===== src/sv/mutf7_pkg.sv =====
// Package holding the beat types, state record and character constants of the decoder.
package mutf7_pkg;

  // One input beat: a data byte or an end-of-string marker.
  typedef struct packed {
    logic       req_type;
    logic [7:0] in_byte;
  } in_item_t;

  // One result beat: a code point or an error mark.
  typedef struct packed {
    logic [20:0] code_point;
    logic        bad_input;
    logic        last_of_item;
  } out_item_t;

  // Decoder state carried from one byte to the next.
  typedef struct packed {
    logic [3:0]  phase;
    logic [15:0] bit_acc;
    logic        high_pend;
    logic [9:0]  high_bits;
  } dec_state_t;

  // Phase codes.
  localparam logic [3:0] PH_ASCII = 4'd0;
  localparam logic [3:0] PH_SHIFT = 4'd1;
  localparam logic [3:0] PH_BOUND = 4'd2;
  localparam logic [3:0] PH_3     = 4'd3;
  localparam logic [3:0] PH_4     = 4'd4;
  localparam logic [3:0] PH_5     = 4'd5;
  localparam logic [3:0] PH_6     = 4'd6;
  localparam logic [3:0] PH_7     = 4'd7;
  localparam logic [3:0] PH_8     = 4'd8;
  localparam logic [3:0] PH_9     = 4'd9;

  // Request type codes.
  localparam logic REQ_DATA = 1'b0;
  localparam logic REQ_END  = 1'b1;

  // Characters of interest.
  localparam logic [7:0] CH_AMP   = 8'h26;
  localparam logic [7:0] CH_DASH  = 8'h2D;
  localparam logic [7:0] CH_PLUS  = 8'h2B;
  localparam logic [7:0] CH_COMMA = 8'h2C;
  localparam logic [7:0] CH_UP_A  = 8'h41;
  localparam logic [7:0] CH_UP_Z  = 8'h5A;
  localparam logic [7:0] CH_LO_A  = 8'h61;
  localparam logic [7:0] CH_LO_Z  = 8'h7A;
  localparam logic [7:0] CH_ZERO  = 8'h30;
  localparam logic [7:0] CH_NINE  = 8'h39;
  localparam logic [7:0] PRINT_LO = 8'h20;
  localparam logic [7:0] PRINT_HI = 8'h7E;

  // Digit offsets and the two symbol digits.
  localparam logic [7:0] OFS_LOWER = 8'd71;
  localparam logic [7:0] OFS_DIGIT = 8'd4;
  localparam logic [5:0] DIG_PLUS  = 6'd62;
  localparam logic [5:0] DIG_COMMA = 6'd63;

  // Surrogate ranges and the supplementary plane base.
  localparam logic [15:0] SUR_HIGH_LO = 16'hD800;
  localparam logic [15:0] SUR_LOW_LO  = 16'hDC00;
  localparam logic [15:0] SUR_END     = 16'hE000;
  localparam logic [20:0] SUPP_BASE   = 21'h10000;

  // Result counts per input item.
  localparam logic [1:0] NRES_NONE = 2'd0;
  localparam logic [1:0] NRES_ONE  = 2'd1;
  localparam logic [1:0] NRES_TWO  = 2'd2;

endpackage


===== src/sv/mutf7_step.sv =====
// Combinational decode of one input beat against the current decoder state.
module mutf7_step (
  input  mutf7_pkg::in_item_t   item,
  input  mutf7_pkg::dec_state_t cur,
  output mutf7_pkg::dec_state_t nxt,
  output logic [1:0]            n_res,
  output mutf7_pkg::out_item_t  res0,
  output mutf7_pkg::out_item_t  res1
);

  logic [7:0]           c;
  logic [7:0]           dtmp;
  logic [5:0]           dval;
  logic                 is_dig;
  logic                 unit_fire;
  logic [15:0]          u;
  logic                 is_low;
  logic                 is_high;
  logic                 own_valid;
  mutf7_pkg::out_item_t own;
  mutf7_pkg::out_item_t err;

  assign c = item.in_byte;

  // Base64 digit value of the byte, or no digit at all.
  always_comb begin
    dtmp   = 8'd0;
    is_dig = 1'b1;
    if (c >= mutf7_pkg::CH_UP_A && c <= mutf7_pkg::CH_UP_Z) begin
      dtmp = c - mutf7_pkg::CH_UP_A;
    end else if (c >= mutf7_pkg::CH_LO_A && c <= mutf7_pkg::CH_LO_Z) begin
      dtmp = c - mutf7_pkg::OFS_LOWER;
    end else if (c >= mutf7_pkg::CH_ZERO && c <= mutf7_pkg::CH_NINE) begin
      dtmp = c + mutf7_pkg::OFS_DIGIT;
    end else if (c == mutf7_pkg::CH_PLUS) begin
      dtmp = {2'b00, mutf7_pkg::DIG_PLUS};
    end else if (c == mutf7_pkg::CH_COMMA) begin
      dtmp = {2'b00, mutf7_pkg::DIG_COMMA};
    end else begin
      is_dig = 1'b0;
    end
    dval = dtmp[5:0];
  end

  // Error mark beat, used wherever the input is rejected.
  always_comb begin
    err              = '0;
    err.bad_input    = 1'b1;
  end

  // Main decode: mode handling, digit gathering and unit completion.
  always_comb begin
    nxt       = cur;
    n_res     = mutf7_pkg::NRES_NONE;
    res0      = '0;
    res1      = '0;
    unit_fire = 1'b0;
    u         = '0;
    is_low    = 1'b0;
    is_high   = 1'b0;
    own       = '0;
    own_valid = 1'b0;

    if (item.req_type == mutf7_pkg::REQ_END) begin
      if (cur.phase != mutf7_pkg::PH_ASCII) begin
        n_res = mutf7_pkg::NRES_ONE;
        res0  = err;
      end
      nxt = '0;
    end else if (cur.phase == mutf7_pkg::PH_ASCII) begin
      if (c == mutf7_pkg::CH_AMP) begin
        nxt.phase = mutf7_pkg::PH_SHIFT;
      end else if (c >= mutf7_pkg::PRINT_LO && c <= mutf7_pkg::PRINT_HI) begin
        n_res           = mutf7_pkg::NRES_ONE;
        res0.code_point = {13'd0, c};
      end else begin
        n_res = mutf7_pkg::NRES_ONE;
        res0  = err;
      end
    end else if (!is_dig) begin
      // Leaving Base64, cleanly or not.
      if (c == mutf7_pkg::CH_DASH) begin
        case (cur.phase)
          mutf7_pkg::PH_SHIFT: begin
            n_res           = mutf7_pkg::NRES_ONE;
            res0.code_point = {13'd0, mutf7_pkg::CH_AMP};
          end
          mutf7_pkg::PH_3, mutf7_pkg::PH_4, mutf7_pkg::PH_6,
          mutf7_pkg::PH_7, mutf7_pkg::PH_9: begin
            n_res = mutf7_pkg::NRES_ONE;
            res0  = err;
          end
          default: begin
            if (cur.bit_acc != 16'd0 || cur.high_pend) begin
              n_res = mutf7_pkg::NRES_ONE;
              res0  = err;
            end
          end
        endcase
      end else begin
        n_res = mutf7_pkg::NRES_ONE;
        res0  = err;
      end
      nxt = '0;
    end else begin
      // Gather the digit into the current code unit.
      case (cur.phase)
        mutf7_pkg::PH_3: begin
          nxt.bit_acc = cur.bit_acc | {6'd0, dval, 4'd0};
          nxt.phase   = mutf7_pkg::PH_4;
        end
        mutf7_pkg::PH_4: begin
          unit_fire   = 1'b1;
          u           = cur.bit_acc | {12'd0, dval[5:2]};
          nxt.bit_acc = {dval[1:0], 14'd0};
          nxt.phase   = mutf7_pkg::PH_5;
        end
        mutf7_pkg::PH_5: begin
          nxt.bit_acc = cur.bit_acc | {2'd0, dval, 8'd0};
          nxt.phase   = mutf7_pkg::PH_6;
        end
        mutf7_pkg::PH_6: begin
          nxt.bit_acc = cur.bit_acc | {8'd0, dval, 2'd0};
          nxt.phase   = mutf7_pkg::PH_7;
        end
        mutf7_pkg::PH_7: begin
          unit_fire   = 1'b1;
          u           = cur.bit_acc | {14'd0, dval[5:4]};
          nxt.bit_acc = {dval[3:0], 12'd0};
          nxt.phase   = mutf7_pkg::PH_8;
        end
        mutf7_pkg::PH_8: begin
          nxt.bit_acc = cur.bit_acc | {4'd0, dval, 6'd0};
          nxt.phase   = mutf7_pkg::PH_9;
        end
        mutf7_pkg::PH_9: begin
          unit_fire   = 1'b1;
          u           = cur.bit_acc | {10'd0, dval};
          nxt.bit_acc = 16'd0;
          nxt.phase   = mutf7_pkg::PH_BOUND;
        end
        default: begin
          nxt.bit_acc = {dval, 10'd0};
          nxt.phase   = mutf7_pkg::PH_3;
        end
      endcase

      // Surrogate classification of a completed code unit.
      is_low  = (u >= mutf7_pkg::SUR_LOW_LO) && (u < mutf7_pkg::SUR_END);
      is_high = (u >= mutf7_pkg::SUR_HIGH_LO) && (u < mutf7_pkg::SUR_LOW_LO);

      // A completed unit: join a pair, or handle it on its own.
      if (unit_fire) begin
        if (cur.high_pend && is_low) begin
          n_res           = mutf7_pkg::NRES_ONE;
          res0.code_point = {1'b0, cur.high_bits, u[9:0]} + mutf7_pkg::SUPP_BASE;
          nxt.high_pend   = 1'b0;
          nxt.high_bits   = 10'd0;
        end else begin
          if (is_high) begin
            nxt.high_pend = 1'b1;
            nxt.high_bits = u[9:0];
          end else begin
            nxt.high_pend = 1'b0;
            nxt.high_bits = 10'd0;
            own_valid     = 1'b1;
            if (is_low || (u >= {8'd0, mutf7_pkg::PRINT_LO} &&
                           u <= {8'd0, mutf7_pkg::PRINT_HI} &&
                           u != {8'd0, mutf7_pkg::CH_AMP})) begin
              own = err;
            end else begin
              own.code_point = {5'd0, u};
            end
          end
          // A broken pair is flagged ahead of the new unit's own result.
          if (cur.high_pend) begin
            res0  = err;
            res1  = own;
            n_res = own_valid ? mutf7_pkg::NRES_TWO : mutf7_pkg::NRES_ONE;
          end else begin
            res0  = own;
            n_res = own_valid ? mutf7_pkg::NRES_ONE : mutf7_pkg::NRES_NONE;
          end
        end
      end
    end

    // Mark the final result of this item.
    if (n_res == mutf7_pkg::NRES_ONE) begin
      res0.last_of_item = 1'b1;
    end else if (n_res == mutf7_pkg::NRES_TWO) begin
      res1.last_of_item = 1'b1;
    end
  end

endmodule


===== src/sv/mutf7_out_queue.sv =====
// Four-entry result queue: takes up to two beats a cycle, gives one beat a cycle unless res_stall holds it.
module mutf7_out_queue (
  input  logic                 clk,
  input  logic                 rst,
  input  logic [1:0]           push_n,
  input  mutf7_pkg::out_item_t push0,
  input  mutf7_pkg::out_item_t push1,
  output logic                 room,
  output logic                 res_valid,
  input  logic                 res_stall,
  output mutf7_pkg::out_item_t res_data
);

  mutf7_pkg::out_item_t entry [4];
  logic [1:0]           wr_ptr;
  logic [1:0]           rd_ptr;
  logic [2:0]           count;
  logic [2:0]           count_next;
  logic                 pop;
  logic [1:0]           wr_ptr_p1;

  // Room for a worst-case item of two results.
  assign room      = (count <= 3'd2);
  assign res_valid = (count != 3'd0);
  assign res_data  = entry[rd_ptr];
  assign pop       = res_valid && !res_stall;
  assign wr_ptr_p1 = wr_ptr + 2'd1;

  assign count_next = count + {1'b0, push_n} - {2'b00, pop};

  // Pointers and fill count.
  always_ff @(posedge clk) begin
    if (rst) begin
      wr_ptr <= 2'd0;
      rd_ptr <= 2'd0;
      count  <= 3'd0;
    end else begin
      wr_ptr <= wr_ptr + push_n;
      rd_ptr <= rd_ptr + {1'b0, pop};
      count  <= count_next;
    end
  end

  // Entry storage.
  always_ff @(posedge clk) begin
    if (push_n != mutf7_pkg::NRES_NONE) begin
      entry[wr_ptr] <= push0;
    end
    if (push_n == mutf7_pkg::NRES_TWO) begin
      entry[wr_ptr_p1] <= push1;
    end
  end

  // The queue must never be pushed past its depth.
  a_no_overflow: assert property (@(posedge clk) disable iff (rst)
    (push_n != mutf7_pkg::NRES_NONE) |-> room)
    else $error("result queue pushed without room");

  a_count_bound: assert property (@(posedge clk) disable iff (rst)
    count <= 3'd4)
    else $error("result queue count out of range");

  a_pointer_gap: assert property (@(posedge clk) disable iff (rst)
    (count != 3'd4) |-> (count[1:0] == (wr_ptr - rd_ptr)))
    else $error("result queue pointers disagree with count");

endmodule


===== src/sv/mutf7_imap_byte_decoder_unit.sv =====
// Top level of the IMAP modified UTF-7 byte decoder.
//
// The req channel carries one beat per encoded byte, or an end-of-string
// marker (req_type high). The res channel carries decoded code points and
// error marks; last_of_item flags the final result caused by one input beat.
// An input beat gives no, one or two results.
//
// An accepted beat is held in the input register, where the decoder state
// and the byte are decoded together; its results enter a four-entry
// result queue at the end of a cycle in which the queue has room, and are
// offered on res from the cycle after. One input beat is taken every cycle
// while the queue has room and results drain at one per cycle; an item
// with two results occupies one output beat per result, and the rate is
// set by the single output beat per cycle of the result queue.
//
// Reset clears the input register, the result queue and the decoder state
// (ASCII mode, nothing pending). When the receiver stalls, the current res
// beat holds and the queue fills; req_stall rises once the queue cannot take
// another two results behind an item already in the input register.
module mutf7_imap_byte_decoder_unit (
  input  logic                 clk,
  input  logic                 rst,
  input  logic                 req_valid,
  output logic                 req_stall,
  input  mutf7_pkg::in_item_t  req_data,
  output logic                 res_valid,
  input  logic                 res_stall,
  output mutf7_pkg::out_item_t res_data
);

  logic                  in_full;
  mutf7_pkg::in_item_t   in_q;
  mutf7_pkg::dec_state_t st;
  mutf7_pkg::dec_state_t st_next;
  logic [1:0]            n_res;
  mutf7_pkg::out_item_t  res0;
  mutf7_pkg::out_item_t  res1;
  logic                  room;
  logic                  advance;
  logic [1:0]            push_n;

  // The held beat moves on when the queue has room for its results.
  assign advance   = in_full && room;
  assign req_stall = in_full && !room;
  assign push_n    = advance ? n_res : mutf7_pkg::NRES_NONE;

  // Input register.
  always_ff @(posedge clk) begin
    if (rst) begin
      in_full <= 1'b0;
    end else if (!in_full || advance) begin
      in_full <= req_valid;
    end
  end

  always_ff @(posedge clk) begin
    if (req_valid && !req_stall) begin
      in_q <= req_data;
    end
  end

  // Decoder state register.
  always_ff @(posedge clk) begin
    if (rst) begin
      st <= '0;
    end else if (advance) begin
      st <= st_next;
    end
  end

  mutf7_step u_step (
    .item  (in_q),
    .cur   (st),
    .nxt   (st_next),
    .n_res (n_res),
    .res0  (res0),
    .res1  (res1)
  );

  mutf7_out_queue u_queue (
    .clk       (clk),
    .rst       (rst),
    .push_n    (push_n),
    .push0     (res0),
    .push1     (res1),
    .room      (room),
    .res_valid (res_valid),
    .res_stall (res_stall),
    .res_data  (res_data)
  );

  // Phase codes above nine are never reached.
  a_phase_range: assert property (@(posedge clk) disable iff (rst)
    st.phase <= mutf7_pkg::PH_9)
    else $error("decoder phase out of range");

  // In ASCII mode nothing is gathered and no surrogate is pending.
  a_ascii_clean: assert property (@(posedge clk) disable iff (rst)
    (st.phase == mutf7_pkg::PH_ASCII) |-> (st.bit_acc == 16'd0 && !st.high_pend))
    else $error("ASCII mode with leftover Base64 state");

  // Nothing is offered on the result side right after reset.
  a_reset_empty: assert property (@(posedge clk)
    rst |=> !res_valid)
    else $error("result offered after reset");

endmodule

===== config.mk =====
export PLATFORM = sky130hd
export DESIGN_NAME = mutf7_imap_byte_decoder_unit
export DESIGN_NICKNAME = d
export VERILOG_FILES = /design/src/sv/mutf7_pkg.sv /design/src/sv/mutf7_step.sv /design/src/sv/mutf7_out_queue.sv /design/src/sv/mutf7_imap_byte_decoder_unit.sv
export SDC_FILE = /design/constraint.sdc
export NUM_CORES = 1
export LEC_CHECK = 0
export ABC_AREA = 1
export BUFFER_PORTS_ARGS = -buffer_cell sky130_fd_sc_hd__buf_2
export CORE_MARGIN = 3
export CORE_UTILIZATION = 30
export CTS_BUF_LIST = sky130_fd_sc_hd__clkbuf_8
export CTS_CLUSTER_DIAMETER = 40
export DETAILED_ROUTE_END_ITERATION = 10
export GPL_ROUTABILITY_DRIVEN = 0
export PLACE_DENSITY = 0.57
export SLEW_MARGIN = 0
export SYNTH_ARGS = -nofsm -noshare
export SYNTH_HDL_FRONTEND = slang
export SYNTH_SLANG_ARGS = --single-unit

===== constraint.sdc =====
create_clock -name clk -period 5.9 [get_ports clk]
set_clock_uncertainty 0.2 [all_clocks]
set_input_delay 0.59 -clock clk [delete_from_list [all_inputs] [get_ports clk]]
set_output_delay 0.59 -clock clk [all_outputs]
set_load 0.02 [all_outputs]

# Word level (Yosys, flattened, before mapping)
# Memories as Yosys holds them, arrays and structs flattened. A register that Yosys moved wholly into a read port is not among the register bits.
# Cells that the tools add are included.
# W data, S select, Z words.
[word_totals]
regBits = 48
memories = 1
out_inout_bits = 25
mem_bits_rw = 92
[classes]
n_reduce_logical = 31
magnitude_cmp = 15
eq_ne = 19
addsub = 9
n_bitwise = 7
mux = 79
[memory_table]
columns = ["name", "words", "width", "read_ports", "rd_clocked_by_memory_dff", "write_ports", "line_no", "text"]
rows = [
  ["u_queue.entry", 4, 23, 1, 1, 2, "mutf7_out_queue.sv:14", "mutf7_pkg::out_item_t entry [4];"],
]
[op_table]
columns = ["op", "n"]
rows = [
  ["$mux W23", 13],
  ["$pmux W20 S7", 1],
  ["$mux W16", 4],
  ["$mux W31", 2],
  ["$pmux W16 S3", 1],
  ["$mux W11", 3],
  ["$eq A8 B6 Y1 const B", 4],
  ["$ge A16 B16 Y1 const B", 2],
  ["$lt A16 B16 Y1 const B", 2],
  ["$mux W2", 16],
  ["$mux W6", 5],
  ["$mux W27", 1],
  ["$mux W1", 26],
  ["$le A8 B7 Y1 const B", 3],
  ["$add A20 B17 Y21 const B", 1],
  ["$mux W21", 1],
  ["$eq A4 B3 Y1 const B", 4],
  ["$ge A16 B6 Y1 const B", 1],
  ["$ge A8 B6 Y1 const B", 2],
  ["$ge A8 B7 Y1 const B", 2],
  ["$le A16 B7 Y1 const B", 1],
  ["$mux W8", 2],
  ["$ne A16 B6 Y1 const B", 1],
  ["$or A16 B10 Y16", 1],
  ["other kinds (39)", 61],
]

# Logic depth before layout (Yosys ltp)
[depth]
word_depth = 30
depth_mapped = 26
mapped_depth_nobuf = 26

# Cells and area by module
# From an unflattened synthesis, not the netlist that was laid out.
[hier_totals]
hier_cells = 1301
hier_area_um2 = 9711.8
[by_module_without_submodules]
columns = ["module", "n_inst", "area_per_inst_um2", "cells_per_inst"]
rows = [
  ["mutf7_out_queue", 1, 5133.7, 509],
  ["mutf7_step", 1, 2965.3, 575],
  ["mutf7_imap_byte_decoder_unit", 1, 1612.8, 217],
]

# Worst setup path before layout
# OpenSTA, ideal clock, no wires.
[synth_path]
path_type = "reg2reg"
start = "reg st[27] (netlist bit)"
end = "mem u_queue.entry[1][0] (netlist bit) (enable)"
setup_time_ps = 375
period_less_slack_ps = 3572
required_ps = 5325
path_stages_with_launch = 19
n_path_buf = 1
slack_ps = 2328
arrival_ps = 2997
path_cell_list = "dfxtp_1 > inv_1 > nor2_1 > nand2_2 > nand3_4 > inv_4 > nor2_4 > nand2_2 > nor3_2 > nand3_1 > ha_1 > o21ai_1 > nand2_1 > o21ai_2 > inv_4 > nor2_4 > nand2_2 > buf_2 > nand2_1"
[synth_lines]
columns = ["element", "line_no", "text"]
rows = [
  ["from (decl)", "mutf7_imap_byte_decoder_unit.sv:33", "mutf7_pkg::dec_state_t st;"],
  ["from (signal assigned)", "mutf7_imap_byte_decoder_unit.sv:67", "st <= st_next;"],
  ["to (decl)", "mutf7_out_queue.sv:14", ""],
]

==> reports/results.ini <==
[global_routing]
grt_start_max_net_pins = 49
global_route.usage.total_pct = 16.2
grt_util_met2_pct = 24.0
grt_pass1_vias = 7205
grt_pass1_wl_mm = 40.0
initial_antenna_violation_count = 1
globalRoute.busiestLayer = met1
grt_use_met1_pct = 24.5
globalRouteMet3Util_pct = 2.82
total_congestion_overflow = 0

[clock_tree]
clk_root_buffer_cell = sky130_fd_sc_hd__clkbuf_8
clk_sink_count = 138
postCtsSetupBuffers = 0
cts_buffers = 17
clk_pin_slew_ns = 0.08
cts_max_level = 4
holdBufCountCts = 0
cts_tree = built
cts_max_path_buffers = 2
clk-insertion-delay-late_ns = 0.45
post_cts.resized_instances = 0

[detailed_routing]
routed_via_density = 5.10
drt_pass1_iterations = 6
drt_drc_violations_left = 0
detail_route.wirelength_mm = 24.3
drtIter0Drc = 801
drt-wirelength-per-cell_um = 16.0
num_vias = 7742
postRouteAntennaNets = 0

[setup_path]
cp_data_required_time_ns = 5.78
crit_path_start = st[28]
rr_startpoint = st[28]
worstReg2RegEnd = u_queue.entry[1][7]
timing.critical_path.to = u_queue.entry[1][7]
regToRegSetupSlack_ns = 1.56
critical_path.endpoint_type = flip-flop
cp_data_arrival_time_ns = 4.23
crit_fanout = 18
worstSetupPathType = reg -> reg
worst_r2r_path_depth = 18
cp-start-kind = flip-flop

[synth]
synthesis.nets = 1139
synth_largest_area_cell = sky130_fd_sc_hd__edfxtp_1
synth_seq_cells = 138
async_reset_ff_share_pct = 0
synthesis.yosys.warnings = 0
syn_inst = 1109
synth.avg_cell_area_sq_um = 7.65
synthDominantCellAreaShare_pct = 28.7
synthesized_area_sq_um = 8490
number_of_enable_flip_flop_cells_after_synthesis = 81
most_used_dff_post_synth = sky130_fd_sc_hd__edfxtp_1
number_of_distinct_library_cell_variants_in_the_gate_level_netlist_after_synthesis = 52
yosysSeqAreaShare_pct = 42.1
yosys-top-cells-area = sky130_fd_sc_hd__edfxtp_1 (29%), sky130_fd_sc_hd__dfxtp_1 (13%), sky130_fd_sc_hd__nand2_1 (12%)

[outcome]
outcome = finished, final reports clean

[place]
detailed_place_hpwl_mm = 18.5
number_of_placed_instances_with_taps_included = 1487
place.port_buffers = 37

[die]
placement_rows = 60
die_h_um = 174
start_util_pct = 31.0
die_area_sq_um = 30400
die_width_um = 174
coreArea_sq_um = 27400
number_of_top_level_pins = 38

[sta]
layout_min_cycle_time_ns = 4.34
finalSetupTns_ns = 0
fin_crit_sh_pct = 73.6
worstMarginPinSlew_ns = 1.15
grt_setup_unrepaired = false
report.final.slew_viol_count = 0
hold_violations = 0
max-slew-margin-rel_pct = 23.1
fmax_mhz = 230
setup_violations = 0

[cells_and_area]
post_layout_nonfiller_instances = 1519
fin_nets = 1164
area_growth_syn_to_layout_pct = 10.3
post_route_cells_drive_above_1_share_pct = 14.1
antenna_cells_inserted = 0

[power]
report.power.total_mw = 2.63
power_density_nw_per_um2 = 281
total_leakage_power_nw = 3.68
worst_ir_drop_vdd_mv = 0.153

[job]
timing.max_cap.violations = 0

[hold_path]
hold_path_class = in -> reg

## layer usage
metal  vias to the layer above  part of all wire, %
met5                         -                0.025
met4                         2                 0.83
met3                        16                  5.1
met2                       234                   42
met1                      3648                   52
li1                       3842                    -
## synth_stat cells, types with 2 or more instances
| library cell | n |
|---|---|
| sky130_fd_sc_hd__ha_1 | 16 |
| sky130_fd_sc_hd__buf_4 | 6 |
| sky130_fd_sc_hd__o21ai_1 | 21 |
| sky130_fd_sc_hd__clkinv_1 | 5 |
| sky130_fd_sc_hd__nand2_4 | 9 |
| sky130_fd_sc_hd__or2_1 | 2 |
| sky130_fd_sc_hd__o211ai_1 | 6 |
| sky130_fd_sc_hd__inv_2 | 21 |
| sky130_fd_sc_hd__inv_1 | 81 |
| sky130_fd_sc_hd__buf_2 | 4 |
| sky130_fd_sc_hd__a21oi_1 | 42 |
| sky130_fd_sc_hd__nand2_1 | 265 |
| sky130_fd_sc_hd__o41ai_1 | 2 |
| sky130_fd_sc_hd__nand3_2 | 8 |
| sky130_fd_sc_hd__nor2_2 | 7 |
| sky130_fd_sc_hd__nor2_4 | 6 |
| sky130_fd_sc_hd__nand2_2 | 20 |
| sky130_fd_sc_hd__edfxtp_1 | 81 |
| sky130_fd_sc_hd__nor3_1 | 12 |
| sky130_fd_sc_hd__nor2_1 | 104 |
| sky130_fd_sc_hd__dfxtp_1 | 57 |
| sky130_fd_sc_hd__o21ai_0 | 101 |
| sky130_fd_sc_hd__o31ai_1 | 7 |
| sky130_fd_sc_hd__nand4_1 | 15 |
| sky130_fd_sc_hd__a221oi_1 | 2 |
| sky130_fd_sc_hd__xor2_1 | 6 |
| sky130_fd_sc_hd__inv_4 | 3 |
| sky130_fd_sc_hd__nand3_4 | 3 |
| sky130_fd_sc_hd__clkbuf_1 | 18 |
| sky130_fd_sc_hd__nor4_1 | 5 |
| sky130_fd_sc_hd__xnor2_1 | 4 |
| sky130_fd_sc_hd__nor3_2 | 2 |
| sky130_fd_sc_hd__buf_6 | 6 |
| sky130_fd_sc_hd__nand3_1 | 97 |
| sky130_fd_sc_hd__o21ai_2 | 5 |
| sky130_fd_sc_hd__o22ai_1 | 43 |
| sky130_fd_sc_hd__o221ai_1 | 2 |
## flip-flops by register name, indices dropped and copies added, names as in the netlist
| name | cells |
|---|---|
| u_queue.rd_ptr | 2 |
| u_queue.wr_ptr | 2 |
| st | 29 |
| u_queue.entry | 92 |
| in_full | 1 |
| u_queue.count | 3 |
| in_q | 9 |
## cell type report
type                       count  area, sq um
fill                        2918        18000
tap                          372          465
clock inverter                14          150
inverter                     111          425
multi-input combinational    825         4290
sequential                   138         3570
timing repair buffer          41          215
clock buffer                  18          248
## cells by family after synthesis
| kind of cell | after synthesis | synth area share (%) |
|---|---|---|
| xor gates and xnor gates | 10 | 1.03 |
| buffers and inverters | 146 | 7.41 |
| adders and majority gates | 17 | 2.59 |
| and+or+nand+nor | 559 | 30.8 |
| AOI/OAI and AO/OA | 239 | 16.0 |
| DFF | 138 | 42.1 |
## power breakdown
group	internal, mW	switching [mW]
clock network	0.390	0.403
registers	1.05	0.0293
logic	0.220	0.537
## placed cells by master, fill, tap and decap left out, drive strengths merged
| master | count |
|---|---|
| o31ai | 8 |
| a21oi | 43 |
| a311oi | 1 |
| nor3 | 14 |
| o211ai | 6 |
| o221ai | 2 |
| clkinvlp | 3 |
| xnor2 | 4 |
| nor4 | 5 |
| fa | 1 |
| clkbuf | 18 |
| nand2 | 295 |
| o21ai | 128 |
| or2 | 2 |
| clkinv | 10 |
| a221oi | 2 |
| xor2 | 6 |
| ha | 16 |
| nor2 | 117 |
| edfxtp | 81 |
| inv | 110 |
| buf | 41 |
| o32ai | 1 |
| nand3 | 108 |
| o41ai | 2 |
| o22ai | 43 |
| nand3b | 1 |
| nand4 | 16 |
| a211oi | 1 |
| or4 | 1 |
| a31oi | 1 |
| a22oi | 1 |
| bufinv | 2 |
| dfxtp | 57 |
## how the worst min path moves through the flow
stage                            end  cells past startpoint  slack (ns)        startpoint
floorplan           u_queue.count[2]                      1        0.24  u_queue.count[2]
global placement               st[1]                      2        0.26             st[1]
detailed placement             st[1]                      2        0.26             st[1]
CTS                          in_q[3]                      1        0.07       req_data[3]
global route                 in_q[8]                      1        0.09       req_data[8]
finish                       in_q[3]                      1        0.11       req_data[3]
## critical path, cell delays in order (launching register included)
cell and delay [ns]:
sky130_fd_sc_hd__dfxtp_1 0.37, sky130_fd_sc_hd__nor2_2 0.14, sky130_fd_sc_hd__inv_2 0.07, sky130_fd_sc_hd__nor2_4 0.18, sky130_fd_sc_hd__inv_2 0.08, sky130_fd_sc_hd__nand3_4 0.18
sky130_fd_sc_hd__inv_4 0.11, sky130_fd_sc_hd__nor2_2 0.16, sky130_fd_sc_hd__nand2_1 0.12, sky130_fd_sc_hd__nor3_2 0.20, sky130_fd_sc_hd__nand3_1 0.29, sky130_fd_sc_hd__ha_1 0.37
sky130_fd_sc_hd__o21ai_1 0.13, sky130_fd_sc_hd__nand2_1 0.08, sky130_fd_sc_hd__o21ai_2 0.12, sky130_fd_sc_hd__inv_4 0.07, sky130_fd_sc_hd__nor2_4 0.15, sky130_fd_sc_hd__nand2_2 0.24
sky130_fd_sc_hd__nand2_1 0.69
## through the flow
step / util [%] / cell area [sq um] / worst slack [ns] / hold slack [ns]
2_1_floorplan: - / 8490 / 2.33 / 0.244
6_report: 34.2 / 9360 / 1.56 / 0.106
3_3_place_gp: 32.7 / 8970 / 1.77 / 0.260
5_1_grt: 34.2 / 9360 / 1.21 / 0.0870
3_5_place_dp: 32.7 / 8970 / 1.58 / 0.258
4_1_cts: 34.2 / 9360 / 1.56 / 0.0745
No activity file was read; power rests on OpenSTA's default activity.
